`src/hbp_pkg.sv`:
```
`timescale 1ns / 1ps

package hbp_pkg;

    localparam int VAL_W      = 32;
    localparam int HEIGHT_W   = 4;
    localparam int MODE_W     = 2;
    localparam int COLUMN_W   = 5;
    localparam int PIXELS_W   = 8;
    localparam int LEVEL_W    = 3;
    localparam int ADDR_W     = 4;
    localparam int DATA_W     = 32;
    localparam int PRODUCT_W  = VAL_W + HEIGHT_W;

    localparam logic [HEIGHT_W-1:0] MAX_HEIGHT = 4'd8;

    // plot modes; the unused code behaves as fluct
    localparam logic [MODE_W-1:0] MODE_RAW   = 2'd0;
    localparam logic [MODE_W-1:0] MODE_NORM  = 2'd1;
    localparam logic [MODE_W-1:0] MODE_FLUCT = 2'd2;

    // register indexes (byte address / 4)
    localparam logic [1:0] REG_MODE       = 2'd0;
    localparam logic [1:0] REG_HEIGHT     = 2'd1;
    localparam logic [1:0] REG_FULL_SCALE = 2'd2;

    localparam logic [MODE_W-1:0]   RESET_MODE       = MODE_NORM;
    localparam logic [HEIGHT_W-1:0] RESET_HEIGHT     = 4'd5;
    localparam logic [VAL_W-1:0]    RESET_FULL_SCALE = 32'd65535;

    typedef struct packed {
        logic                start;
        logic [VAL_W-1:0]    value;
        logic [VAL_W-1:0]    divisor;
        logic [HEIGHT_W-1:0] height;
    } lvl_req_t;

    typedef struct packed {
        logic               done;
        logic [LEVEL_W-1:0] level;
    } lvl_rsp_t;

endpackage

```
`src/hbp_level_div.sv`:
```
`timescale 1ns / 1ps

module hbp_level_div (
    input  logic              aclk,
    input  logic              aresetn,
    input  hbp_pkg::lvl_req_t req,
    output hbp_pkg::lvl_rsp_t rsp
);

    logic                                busy_reg, busy_next;
    logic [1:0]                          step_reg, step_next;
    logic [hbp_pkg::PRODUCT_W-1:0]       rem_reg, rem_next;
    logic [hbp_pkg::VAL_W-1:0]           div_reg, div_next;
    logic [3:0]                          quo_reg, quo_next;
    logic [hbp_pkg::LEVEL_W-1:0]         hm1_reg, hm1_next;
    logic                                zero_reg, zero_next;
    logic                                done_reg, done_next;
    logic [hbp_pkg::LEVEL_W-1:0]         level_reg, level_next;

    logic [hbp_pkg::VAL_W-1:0]           v_sat;
    logic [hbp_pkg::PRODUCT_W:0]         shifted;
    logic [hbp_pkg::PRODUCT_W:0]         trial;
    logic                                fits;
    logic [3:0]                          quo_step;

    always_comb begin
        v_sat    = (req.value > req.divisor) ? req.divisor : req.value;
        shifted  = (hbp_pkg::PRODUCT_W + 1)'(div_reg) << step_reg;
        trial    = {1'b0, rem_reg} - shifted;
        fits     = !trial[hbp_pkg::PRODUCT_W];
        quo_step = quo_reg | (4'(fits) << step_reg);

        busy_next  = busy_reg;
        step_next  = step_reg;
        rem_next   = rem_reg;
        div_next   = div_reg;
        quo_next   = quo_reg;
        hm1_next   = hm1_reg;
        zero_next  = zero_reg;
        done_next  = 1'b0;
        level_next = level_reg;

        if (req.start) begin
            busy_next = 1'b1;
            step_next = 2'd3;
            rem_next  = {{hbp_pkg::HEIGHT_W{1'b0}}, v_sat}
                        * {{hbp_pkg::VAL_W{1'b0}}, req.height};
            div_next  = req.divisor;
            quo_next  = '0;
            hm1_next  = hbp_pkg::LEVEL_W'(req.height - 1'b1);
            zero_next = (req.divisor == '0);
        end else if (busy_reg) begin
            // one restoring step per cycle, quotient never exceeds the height
            if (fits) begin
                rem_next = hbp_pkg::PRODUCT_W'(trial);
            end
            quo_next  = quo_step;
            step_next = step_reg - 1'b1;
            if (step_reg == 2'd0) begin
                busy_next = 1'b0;
                done_next = 1'b1;
                if (zero_reg) begin
                    level_next = '0;
                end else if (quo_step > {1'b0, hm1_reg}) begin
                    level_next = hm1_reg;
                end else begin
                    level_next = hbp_pkg::LEVEL_W'(quo_step);
                end
            end
        end
    end

    always_ff @(posedge aclk) begin
        if (!aresetn) begin
            busy_reg <= 1'b0;
            done_reg <= 1'b0;
        end else begin
            busy_reg <= busy_next;
            done_reg <= done_next;
        end
        step_reg  <= step_next;
        rem_reg   <= rem_next;
        div_reg   <= div_next;
        quo_reg   <= quo_next;
        hm1_reg   <= hm1_next;
        zero_reg  <= zero_next;
        level_reg <= level_next;
    end

    assign rsp.done  = done_reg;
    assign rsp.level = level_reg;

endmodule

```
`src/history_bar_plot_renderer_top.sv`:
```
`timescale 1ns / 1ps
// Samples: one per cycle while idle; a sample without last produces no columns.
// Frame: after the last sample, a min/max scan reads the stored samples, then each
// column steps through read, load, level divider and output, skipping the divider
// when the column is blank.
// Reset: synchronous active low; control, counts, min/max and registers take their
// reset values at once, the sample store is not cleared and needs no pass.

module history_bar_plot_renderer_top #(
    parameter int PLOT_WIDTH  = 32,
    parameter int SAMPLE_BITS = 32
) (
    input  logic                            aclk,
    input  logic                            aresetn,

    input  logic                            s_valid,
    output logic                            s_ready,
    input  logic [hbp_pkg::VAL_W-1:0]       s_sample,
    input  logic                            s_last,

    output logic                            m_valid,
    input  logic                            m_ready,
    output logic [hbp_pkg::COLUMN_W-1:0]    m_column,
    output logic [hbp_pkg::PIXELS_W-1:0]    m_pixels,
    output logic                            m_frame_end,

    input  logic                            psel,
    input  logic                            penable,
    input  logic                            pwrite,
    input  logic [hbp_pkg::ADDR_W-1:0]      paddr,
    input  logic [hbp_pkg::DATA_W-1:0]      pwdata,
    output logic [hbp_pkg::DATA_W-1:0]      prdata,
    output logic                            pready
);

    localparam int SW    = (SAMPLE_BITS < hbp_pkg::VAL_W) ? SAMPLE_BITS : hbp_pkg::VAL_W;
    localparam int IDX_W = (PLOT_WIDTH > 1) ? $clog2(PLOT_WIDTH) : 1;
    localparam int CNT_W = $clog2(PLOT_WIDTH + 1);

    localparam logic [IDX_W-1:0] LAST_IDX = IDX_W'(PLOT_WIDTH - 1);
    localparam logic [IDX_W:0]   PW_SUM   = (IDX_W + 1)'(PLOT_WIDTH);
    localparam logic [CNT_W-1:0] PW_CNT   = CNT_W'(PLOT_WIDTH);
    localparam logic [CNT_W:0]   PW_PRES  = (CNT_W + 1)'(PLOT_WIDTH);

    typedef enum logic [6:0] {
        ST_IDLE     = 7'b0000001,
        ST_SCAN     = 7'b0000010,
        ST_SCAN_END = 7'b0000100,
        ST_COL_RD   = 7'b0001000,
        ST_COL_LD   = 7'b0010000,
        ST_COL_DIV  = 7'b0100000,
        ST_COL_OUT  = 7'b1000000
    } state_t;

    state_t                          state_reg, state_next;
    logic [CNT_W-1:0]                count_reg, count_next;
    logic [IDX_W-1:0]                wp_reg, wp_next;
    logic [IDX_W-1:0]                idx_reg, idx_next;
    logic                            rd_pend_reg, rd_pend_next;
    logic [hbp_pkg::VAL_W-1:0]       mn_reg, mn_next;
    logic [hbp_pkg::VAL_W-1:0]       mx_reg, mx_next;
    logic [hbp_pkg::PIXELS_W-1:0]    pix_reg, pix_next;

    logic                            m_valid_reg, m_valid_next;
    logic [hbp_pkg::COLUMN_W-1:0]    column_reg, column_next;
    logic [hbp_pkg::PIXELS_W-1:0]    pixels_reg, pixels_next;
    logic                            frame_end_reg, frame_end_next;

    logic [hbp_pkg::MODE_W-1:0]      mode_reg;
    logic [hbp_pkg::HEIGHT_W-1:0]    height_reg;
    logic [hbp_pkg::VAL_W-1:0]       full_scale_reg;

    logic [SW-1:0]                   mem [PLOT_WIDTH];
    logic [SW-1:0]                   rd_data_reg;
    logic [IDX_W-1:0]                rd_addr;

    logic                            s_accept;
    logic                            m_free;
    logic                            cfg_we;
    logic [IDX_W-1:0]                wp_inc;
    logic [CNT_W-1:0]                count_inc;
    logic [IDX_W:0]                  slot_sum;
    logic [IDX_W-1:0]                slot;
    logic                            present;
    logic                            last_scan;
    logic [hbp_pkg::HEIGHT_W-1:0]    h_eff;
    logic [hbp_pkg::VAL_W-1:0]       data_v;
    logic [hbp_pkg::PIXELS_W:0]      lvl_mask;

    hbp_pkg::lvl_req_t               lvl_req;
    hbp_pkg::lvl_rsp_t               lvl_rsp;

    hbp_level_div u_level_div (
        .aclk    (aclk),
        .aresetn (aresetn),
        .req     (lvl_req),
        .rsp     (lvl_rsp)
    );

    assign s_accept = s_valid && s_ready;
    assign m_free   = !m_valid_reg || m_ready;
    assign cfg_we   = psel && penable && pwrite;

    always_comb begin
        wp_inc    = (wp_reg == LAST_IDX) ? '0 : wp_reg + 1'b1;
        count_inc = (count_reg == PW_CNT) ? count_reg : count_reg + 1'b1;
        slot_sum  = {1'b0, wp_reg} + {1'b0, idx_reg};
        slot      = (slot_sum >= PW_SUM) ? IDX_W'(slot_sum - PW_SUM) : IDX_W'(slot_sum);
        // column c shows the sample of age PLOT_WIDTH-1-c
        present   = ((CNT_W + 1)'(idx_reg) + (CNT_W + 1)'(count_reg)) >= PW_PRES;
        last_scan = (CNT_W'(idx_reg) == count_reg - 1'b1);
        rd_addr   = (state_reg == ST_SCAN) ? idx_reg : slot;
        h_eff     = (height_reg > hbp_pkg::MAX_HEIGHT) ? hbp_pkg::MAX_HEIGHT : height_reg;
        data_v    = hbp_pkg::VAL_W'(rd_data_reg);
        lvl_mask  = (hbp_pkg::PIXELS_W + 1)'(1) << (4'(lvl_rsp.level) + 4'd1);

        lvl_req.height = h_eff;
        case (mode_reg)
            hbp_pkg::MODE_RAW: begin
                lvl_req.value   = data_v;
                lvl_req.divisor = full_scale_reg;
            end
            hbp_pkg::MODE_NORM: begin
                lvl_req.value   = data_v;
                lvl_req.divisor = mx_reg;
            end
            default: begin
                lvl_req.value   = data_v - mn_reg;
                lvl_req.divisor = mx_reg - mn_reg;
            end
        endcase
        lvl_req.start = (state_reg == ST_COL_LD) && present && (h_eff != '0);
    end

    always_comb begin
        state_next     = state_reg;
        count_next     = count_reg;
        wp_next        = wp_reg;
        idx_next       = idx_reg;
        rd_pend_next   = 1'b0;
        mn_next        = mn_reg;
        mx_next        = mx_reg;
        pix_next       = pix_reg;
        m_valid_next   = m_valid_reg && !m_ready;
        column_next    = column_reg;
        pixels_next    = pixels_reg;
        frame_end_next = frame_end_reg;

        // fold the read issued last cycle into the window min/max
        if (rd_pend_reg) begin
            if (data_v < mn_reg) begin
                mn_next = data_v;
            end
            if (data_v > mx_reg) begin
                mx_next = data_v;
            end
        end

        unique case (state_reg)
            ST_IDLE: begin
                if (s_accept) begin
                    wp_next    = wp_inc;
                    count_next = count_inc;
                    if (s_last) begin
                        mn_next    = '1;
                        mx_next    = '0;
                        idx_next   = '0;
                        state_next = ST_SCAN;
                    end
                end
            end
            ST_SCAN: begin
                rd_pend_next = 1'b1;
                if (last_scan) begin
                    state_next = ST_SCAN_END;
                end else begin
                    idx_next = idx_reg + 1'b1;
                end
            end
            ST_SCAN_END: begin
                idx_next   = '0;
                state_next = ST_COL_RD;
            end
            ST_COL_RD: begin
                state_next = ST_COL_LD;
            end
            ST_COL_LD: begin
                if (lvl_req.start) begin
                    state_next = ST_COL_DIV;
                end else begin
                    pix_next   = '0;
                    state_next = ST_COL_OUT;
                end
            end
            ST_COL_DIV: begin
                if (lvl_rsp.done) begin
                    pix_next   = hbp_pkg::PIXELS_W'(lvl_mask - 1'b1);
                    state_next = ST_COL_OUT;
                end
            end
            ST_COL_OUT: begin
                if (m_free) begin
                    m_valid_next   = 1'b1;
                    column_next    = hbp_pkg::COLUMN_W'(idx_reg);
                    pixels_next    = pix_reg;
                    frame_end_next = (idx_reg == LAST_IDX);
                    if (idx_reg == LAST_IDX) begin
                        // start a fresh history
                        count_next = '0;
                        wp_next    = '0;
                        state_next = ST_IDLE;
                    end else begin
                        idx_next   = idx_reg + 1'b1;
                        state_next = ST_COL_RD;
                    end
                end
            end
            default: begin
                state_next = ST_IDLE;
            end
        endcase
    end

    always_ff @(posedge aclk) begin
        if (!aresetn) begin
            state_reg   <= ST_IDLE;
            count_reg   <= '0;
            wp_reg      <= '0;
            idx_reg     <= '0;
            rd_pend_reg <= 1'b0;
            mn_reg      <= '1;
            mx_reg      <= '0;
            m_valid_reg <= 1'b0;
        end else begin
            state_reg   <= state_next;
            count_reg   <= count_next;
            wp_reg      <= wp_next;
            idx_reg     <= idx_next;
            rd_pend_reg <= rd_pend_next;
            mn_reg      <= mn_next;
            mx_reg      <= mx_next;
            m_valid_reg <= m_valid_next;
        end
        pix_reg       <= pix_next;
        column_reg    <= column_next;
        pixels_reg    <= pixels_next;
        frame_end_reg <= frame_end_next;
    end

    // writes happen only in idle; reads run every cycle but are used only outside idle, so no overlap
    always_ff @(posedge aclk) begin
        if (s_accept) begin
            mem[wp_reg] <= s_sample[SW-1:0];
        end
        rd_data_reg <= mem[rd_addr];
    end

    always_ff @(posedge aclk) begin
        if (!aresetn) begin
            mode_reg       <= hbp_pkg::RESET_MODE;
            height_reg     <= hbp_pkg::RESET_HEIGHT;
            full_scale_reg <= hbp_pkg::RESET_FULL_SCALE;
        end else if (cfg_we) begin
            unique case (paddr[3:2])
                hbp_pkg::REG_MODE:       mode_reg       <= pwdata[hbp_pkg::MODE_W-1:0];
                hbp_pkg::REG_HEIGHT:     height_reg     <= pwdata[hbp_pkg::HEIGHT_W-1:0];
                hbp_pkg::REG_FULL_SCALE: full_scale_reg <= pwdata;
                default: begin
                end
            endcase
        end
    end

    always_comb begin
        unique case (paddr[3:2])
            hbp_pkg::REG_MODE:       prdata = hbp_pkg::DATA_W'(mode_reg);
            hbp_pkg::REG_HEIGHT:     prdata = hbp_pkg::DATA_W'(height_reg);
            hbp_pkg::REG_FULL_SCALE: prdata = full_scale_reg;
            default:                 prdata = '0;
        endcase
    end

    assign pready      = 1'b1;
    assign s_ready     = (state_reg == ST_IDLE);
    assign m_valid     = m_valid_reg;
    assign m_column    = column_reg;
    assign m_pixels    = pixels_reg;
    assign m_frame_end = frame_end_reg;

`ifndef ASSERT_OFF
    a_count_bound: assert property (@(posedge aclk) disable iff (!aresetn)
        count_reg <= PW_CNT)
        else $error("sample count above plot width");

    a_div_done_state: assert property (@(posedge aclk) disable iff (!aresetn)
        lvl_rsp.done |-> (state_reg == ST_COL_DIV))
        else $error("level result outside divider wait");

    a_scan_nonempty: assert property (@(posedge aclk) disable iff (!aresetn)
        (state_reg == ST_SCAN) |-> (count_reg != '0))
        else $error("scan of empty history");

    a_frame_restart: assert property (@(posedge aclk) disable iff (!aresetn)
        ((state_reg == ST_COL_OUT) && m_free && (idx_reg == LAST_IDX))
        |=> ((count_reg == '0) && (wp_reg == '0) && (state_reg == ST_IDLE)))
        else $error("history not restarted after frame");
`endif

endmodule

```
`config.mk`:
```
export PLATFORM = sky130hd
export DESIGN_NAME = history_bar_plot_renderer_top
export DESIGN_NICKNAME = d
export VERILOG_FILES = /design/src/hbp_pkg.sv /design/src/hbp_level_div.sv /design/src/history_bar_plot_renderer_top.sv
export SDC_FILE = /design/constraint.sdc
export NUM_CORES = 2
export LEC_CHECK = 0
export BUFFER_PORTS_ARGS = -buffer_cell sky130_fd_sc_hd__buf_2
export CAP_MARGIN = 20
export CELL_PAD_IN_SITES_DETAIL_PLACEMENT = 0
export CELL_PAD_IN_SITES_GLOBAL_PLACEMENT = 1
export CORE_AREA = 3 3 289 405
export CTS_BUF_LIST = sky130_fd_sc_hd__clkbuf_8
export DETAILED_ROUTE_END_ITERATION = 12
export DIE_AREA = 0 0 292 408
export PLACE_DENSITY = 0.88
export SLEW_MARGIN = 20
export SYNTH_ARGS = -nofsm -noshare
export SYNTH_HDL_FRONTEND = slang
export SYNTH_SLANG_ARGS = --single-unit
```
`constraint.sdc`:
```
create_clock -name aclk -period 28.5 [get_ports aclk]
set_input_delay 2.85 -clock aclk [delete_from_list [all_inputs] [get_ports aclk]]
set_output_delay 2.85 -clock aclk [all_outputs]
set_load 0.01 [all_outputs]
```
# Word level (Yosys, flattened, before mapping)
# Memories as Yosys holds them, arrays and structs flattened. A register that Yosys moved wholly into a read port is not among the register bits.
# Cells that the tools add are included.
[word_totals]
elab_cells = 166
mem_count = 1
in_bits = 76
regBits = 232
output_inout_bits = 49
ram_bits = 1024
[op_classes]
n_bitwise = 4
n_reduce_logical = 31
magnitude_cmp = 7
muxes = 56
n_eq_ne = 25
shifts = 3
n_mul = 1
add_sub_neg = 14
[mem_list]
columns = ["name", "depth", "word_bits", "rd", "rd_ports_with_merged_regs", "wr", "line", "rtl"]
rows = [
  ["mem", 32, 32, 1, 1, 1, "history_bar_plot_renderer_top.sv:73", "logic [SW-1:0] mem [PLOT_WIDTH];"],
]
[op_table]
columns = ["operator", "count"]
rows = [
  ["$mux 32", 11],
  ["$pmux 64 s2", 1],
  ["$mux 36", 3],
  ["$pmux 32 s3", 1],
  ["$gt 32x32->1", 2],
  ["$sub 32x32->32", 2],
  ["$mux 5", 11],
  ["$pmux 7 s7", 1],
  ["$mux 7", 6],
  ["$shl 32x2->37", 1],
  ["$sub 36x37->37", 1],
  ["$mul 32x4->36", 1],
  ["$logic_not 32->1", 1],
  ["$lt 32x32->1", 1],
  ["$mux 6", 4],
  ["$pmux 5 s4", 1],
  ["$mux 8", 2],
  ["$ne 2x2->1 const B", 8],
  ["$pmux 8 s2", 1],
  ["$pmux 6 s2", 1],
  ["$add 5x1->5 const B", 2],
  ["$eq 5x5->1 const B", 2],
  ["$pmux 5 s2", 1],
  ["$reduce_and 2->1", 5],
  ["other kinds (43)", 71],
]

# Logic depth before layout (Yosys ltp)
[logic_depth]
ltp_word = 7
depth_mapped = 44
mapped_depth_nobuf = 42

# Hierarchy
# From an unflattened synthesis, not the netlist that was laid out.
[hier_totals]
hier_cells = 5238
area_unflattened_um2 = 63240.7
[by_module_without_submodules]
columns = ["mod", "instances", "cells_each", "seq_area_each_um2", "area_per_inst_um2"]
rows = [
  ["history_bar_plot_renderer_top", 1, 3954, 34593.2, 52192.6],
  ["hbp_level_div", 1, 1284, 2412.3, 11048.1],
]

# Worst setup path after synthesis
# Ideal clock, no wire load.
[synth_timing]
path_type = "reg-to-reg"
start = "reg mn_reg[11] (netlist name)"
end = "reg u_level_div.rem_reg[34] (netlist name), data pin"
n_path_buf = 3
synth_period_minus_slack_ps = 8992
setup_slack_ps = 19508
t_required_ps = 28365
stages_incl_launch_ff = 40
setup_time_ps = 135
arrival_time_ps = 8857
cell_sequence = "dfxtp_1 inv_1 ha_1 clkbuf_2 nand3_1 or3_1 a211o_1 a2111oi_0 nor2_1 o311ai_1 xor2_1 mux2_2 ha_1 nand4_1 nor4_1 and2_1 o21ai_0 o41ai_2 [... 4 more ...] mux2i_1 nand2b_1 fa_1 inv_1 fa_1 inv_1 fa_1 nor2b_1 o21a_1 o21ai_0 a21oi_1 a21o_1 a221o_1 a21oi_1 o311ai_0 a221oi_1 or4_1 nand3_1"
[synth_via]
elab_chain_len = 6
elab_cells_between_ends = 7
classes_between = "add/sub: 2; mul: 1; order compare: 1; mux: 3"
[synth_lines]
columns = ["item", "line", "rtl"]
rows = [
  ["from (decl)", "history_bar_plot_renderer_top.sv:60", "logic [hbp_pkg::VAL_W-1:0] mn_reg, mn_next;"],
  ["from (signal assigned)", "history_bar_plot_renderer_top.sv:240", "mn_reg <= mn_next;"],
  ["$sub 32x32->32, on equally long branches", "history_bar_plot_renderer_top.sv:128, history_bar_plot_renderer_top.sv:129", ""],
  ["$pmux 64 s2 (*)", "history_bar_plot_renderer_top.sv:118", "case (mode_reg)"],
  ["$gt 32x32->1", "hbp_level_div.sv:27", "v_sat = (req.value > req.divisor) ? req.divisor : req.value;"],
  ["$mux 32 (*)", "hbp_level_div.sv:27", ""],
  ["$mul 32x4->36 (*)", "hbp_level_div.sv:47", "* {{hbp_pkg::VAL_W{1'b0}}, req.height};"],
  ["$mux 36 (*)", "hbp_level_div.sv:43", "if (req.start) begin"],
  ["via u_level_div.rem_next, one bit", "hbp_level_div.sv:12", "logic [hbp_pkg::PRODUCT_W-1:0] rem_reg, rem_next;"],
  ["to (signal assigned)", "hbp_level_div.sv:82", "rem_reg <= rem_next;"],
  ["to (decl)", "hbp_level_div.sv:12", ""],
]
# Mark *: on every way through the listed nets, which the timed path passes. The rest lies on a longest branch.
# A chain may end at the register's enable or synchronous reset.

==> summary.txt <==
Run status
  – Outcome: finished clean

Clock tree
  – Hold_buf cts: 0
  – CTS Sinks: 1288
  – Postcts setup bufs: 0
  – Number of CTS-inserted buffers: 184
  – CTS root buffer: clkbuf_8
  – Clock tree from TritonCTS: done
  – H-tree levels: 4
  – Post_cts resized: 0
  – Clk Latency, worst-skew pair: 900 ps
  – Clock-pin slew on the worst setup and hold paths: 70 ps
  – CTS max path bufs: 3

Die
  – Placeable core area: 113000 um^2
  – Die W: 292 um
  – Initial Utilization: 54.9%
  – Top Ports: 125
  – Die ar.: 119000 um^2
  – Cell Rows: 146
  – DIE HEIGHT: 408 um

Global route
  – First-pass GRT wire length: 229000 um
  – Largest net degree at the start of global routing: 136
  – Initial antenna violation count: 11
  – GRT Total Usage: 25.5%
  – Grt total ovfl: 0
  – Number of global-route vias before repair: 38850

Timing
  – Setup TNS: 0 ps
  – Worst Skew: 51.2 ps
  – Fin crit period: 11620 ps
  – Final hold vios: 0
  – Max Clk Rate: 86.1 MHz
  – RSZ-0062 raised after global routing: false
  – Worst-Margin Slew: 1110 ps
  – Worst slew margin: 25.6%
  – Tcrit/Tclk final: 40.8%
  – Fin worst setup slack: 16880 ps
  – Final setup viols: 0
  – Hold_ws: 419 ps
  – Max-slew violation count: 0

Layout
  – Fill cell count: 8372
  – Nets: 4974
  – Syn-to-layout area delta: 9.62%
  – Ratio of cells with drive above 1 in the final layout: 18.4%
  – Register area: 37000 um^2
  – Max reg flops: 1024
  – Area occupied by multi-input gates: 23600 um^2

Power
  – Maximum vdd drop: 47.5 uV
  – Post-layout total power: 4.43 mW
  – Leak pwr: 26.2 nW
  – P per Cell Area: 64.9 nW/um^2

Routing
  – Routed WL: 151000 um
  – Pre-antenna DRT Iters: 5
  – Post-DR wirelength/cell: 24.2 um
  – Drc violations: 0
  – Initial DRC Count: 3396
  – Vias per std cell: 6.05
  – Post-route ant nets: 0
  – Vias: 37754

Min path
  – Hold Path Class: register to register

Setup path
  – Slowest cell on crit path: o311ai_0
  – Crit start category: register
  – Critical Path RT: 29250 ps
  – Crit path max fanout: 34
  – Critical path capture point type: register
  – Critical Path AT: 12370 ps
  – Critical path's largest stage delay: 780 ps
  – Setup CP Type: register to register

Synth
  – Synth unique cells: 95
  – Seq/Total Area, Yosys: 59.4%
  – Syn Std Cell Area: 62300 um^2
  – Fraction of registers with async set/reset: 0%
  – Synthesized area per cell: 14.1 um^2
  – Top-area cell type share of the netlist area: 54.1%
  – Synth Warn #: 0
  – Synth Register Bits: 1288
  – Post-synth EDFFs: 1121
  – Gate Count Post-Synth: 4427
  – Post-synth top area cell: edfxtp_1
  – Ranking of synthesized cells by area: edfxtp_1 (54%), mux4_2 (9.9%), dfxtp_1 (5.4%), ha_1 (4.5%), mux2i_1 (2.9%)
  – Prevailing post-synth register cell: edfxtp_1

Placement
  – GPL Wtd Cong: 0.868
  – HPWL Detailed: 95600 um
  – IO buf count: 121
  – Worst slack, placed: 16940 ps

Job
  – Maxcap violations: 0
==> stage by stage <==
stage / util (%) / cells / cell area (um^2)
floorplan: - / 4428 / 62300
global placement: 57.1 / 5902 / 64800
detailed placement: 57.1 / 5902 / 64800
CTS: 60.1 / 6239 / 68200
global route: 60.2 / 6242 / 68200
finish: 60.2 / 6244 / 68200
==> report_power, final <==
part / leakage [nW] / switching [mW] / internal [mW]
logic: 12.8 / 0.521 / 0.410
registers: 11.5 / 0.0370 / 2.09
clock network: 1.98 / 0.699 / 0.678
total: 26.2 / 1.26 / 3.17
==> placed cells by master (no fill, tap or decap), drive strengths merged, types with 65 or more instances in the layout <==
cell type,count
mux2,88
a21o,76
mux2i,180
xnor2,66
dfxtp,167
o21ai,176
nor2,327
nand2,238
buf,187
mux4,275
inv,369
edfxtp,1121
a21oi,263
ha,225
clkbuf,190
fa,65
clkinv,73
==> worst paths after layout <==
path	from	end	slack (ps)	cells past startpoint
min reg2reg	pix_reg[2]$_SDFFCE_PP0P_	m_pixels[2]$_DFFE_PP_	420	0
max	mn_reg[14]$_SDFF_PN1_	u_level_div.rem_reg[34]$_DFFE_PP_	16880	39
min	pix_reg[2]$_SDFFCE_PP0P_	m_pixels[2]$_DFFE_PP_	420	0
max reg2reg	mn_reg[14]$_SDFF_PN1_	u_level_div.rem_reg[34]$_DFFE_PP_	16880	39
==> per-layer routing <==
metal / vias up / part of all wire, % / global-route usage (%)
li1: 17172 / - / -
met1: 18765 / 37 / 29.9
met2: 1457 / 52 / 45.3
met3: 354 / 6.8 / 4.44
met4: 6 / 4.5 / 12.1
met5: - / 0.022 / 0
==> kinds of logic (layout without fill, tap and decap cells) <==
| kind of cell | after synthesis | after routing | synth area share, % |
|---|---|---|---|
| AOI/OAI and AO/OA | 769 | 769 | 7.75 |
| xor gates and xnor gates | 112 | 112 | 1.58 |
| adders and majority gates | 291 | 291 | 6.63 |
| buffers and inverters | 498 | 829 | 3.12 |
| DFF | 1288 | 1288 | 59.4 |
| muxes | 543 | 543 | 14.5 |
| other | 1 | 7 | 0.00602 |
| and+or+nand+nor | 925 | 925 | 6.99 |
==> worst max-delay path: cells and delay by family, from the launching register on <==
family                   cells  cell delay (ps)
multiplexers                 1              250
adder cells (fa/ha/maj)      5             2350
AO/OA/AOI/OAI               18             5220
buffers and inverters        5              560
flip-flops                   1              300
AND/OR/NAND/NOR             10             2720
==> synth_stat cells, drive strengths merged (8+ instances only) <==
cell type / number
o21a: 31
and3: 20
inv: 305
edfxtp: 1121
xor2: 46
buf: 61
or3: 23
a21oi: 263
a21o: 76
xnor2: 66
nor2b: 36
o21bai: 15
and2: 45
fa: 65
nand2b: 30
a2111oi: 9
o211ai: 46
nand2: 238
o31ai: 9
and4: 9
nor2: 327
nand4: 25
o21ai: 176
a22o: 8
dfxtp: 167
a211o: 9
nor3: 38
mux4: 275
a31oi: 25
nand3b: 8
nor3b: 11
a211oi: 35
nand3: 60
mux2: 88
clkbuf: 132
ha: 225
nor4: 11
mux2i: 180
or2: 26
==> cell type report <==
| class | count | share of cell area [%] |
|---|---|---|
| Antenna cell | 5 | 0.0183 |
| Clock buffer | 190 | 3.83 |
| Clock inverter | 147 | 1.21 |
| Inverter | 305 | 1.68 |
| Multi-Input combinational cell | 2642 | 34.6 |
| Sequential cell | 1288 | 54.2 |
| Tap cell | 1480 | 2.71 |
| Timing Repair Buffer | 187 | 1.67 |
(Power assumes the default switching activity.)
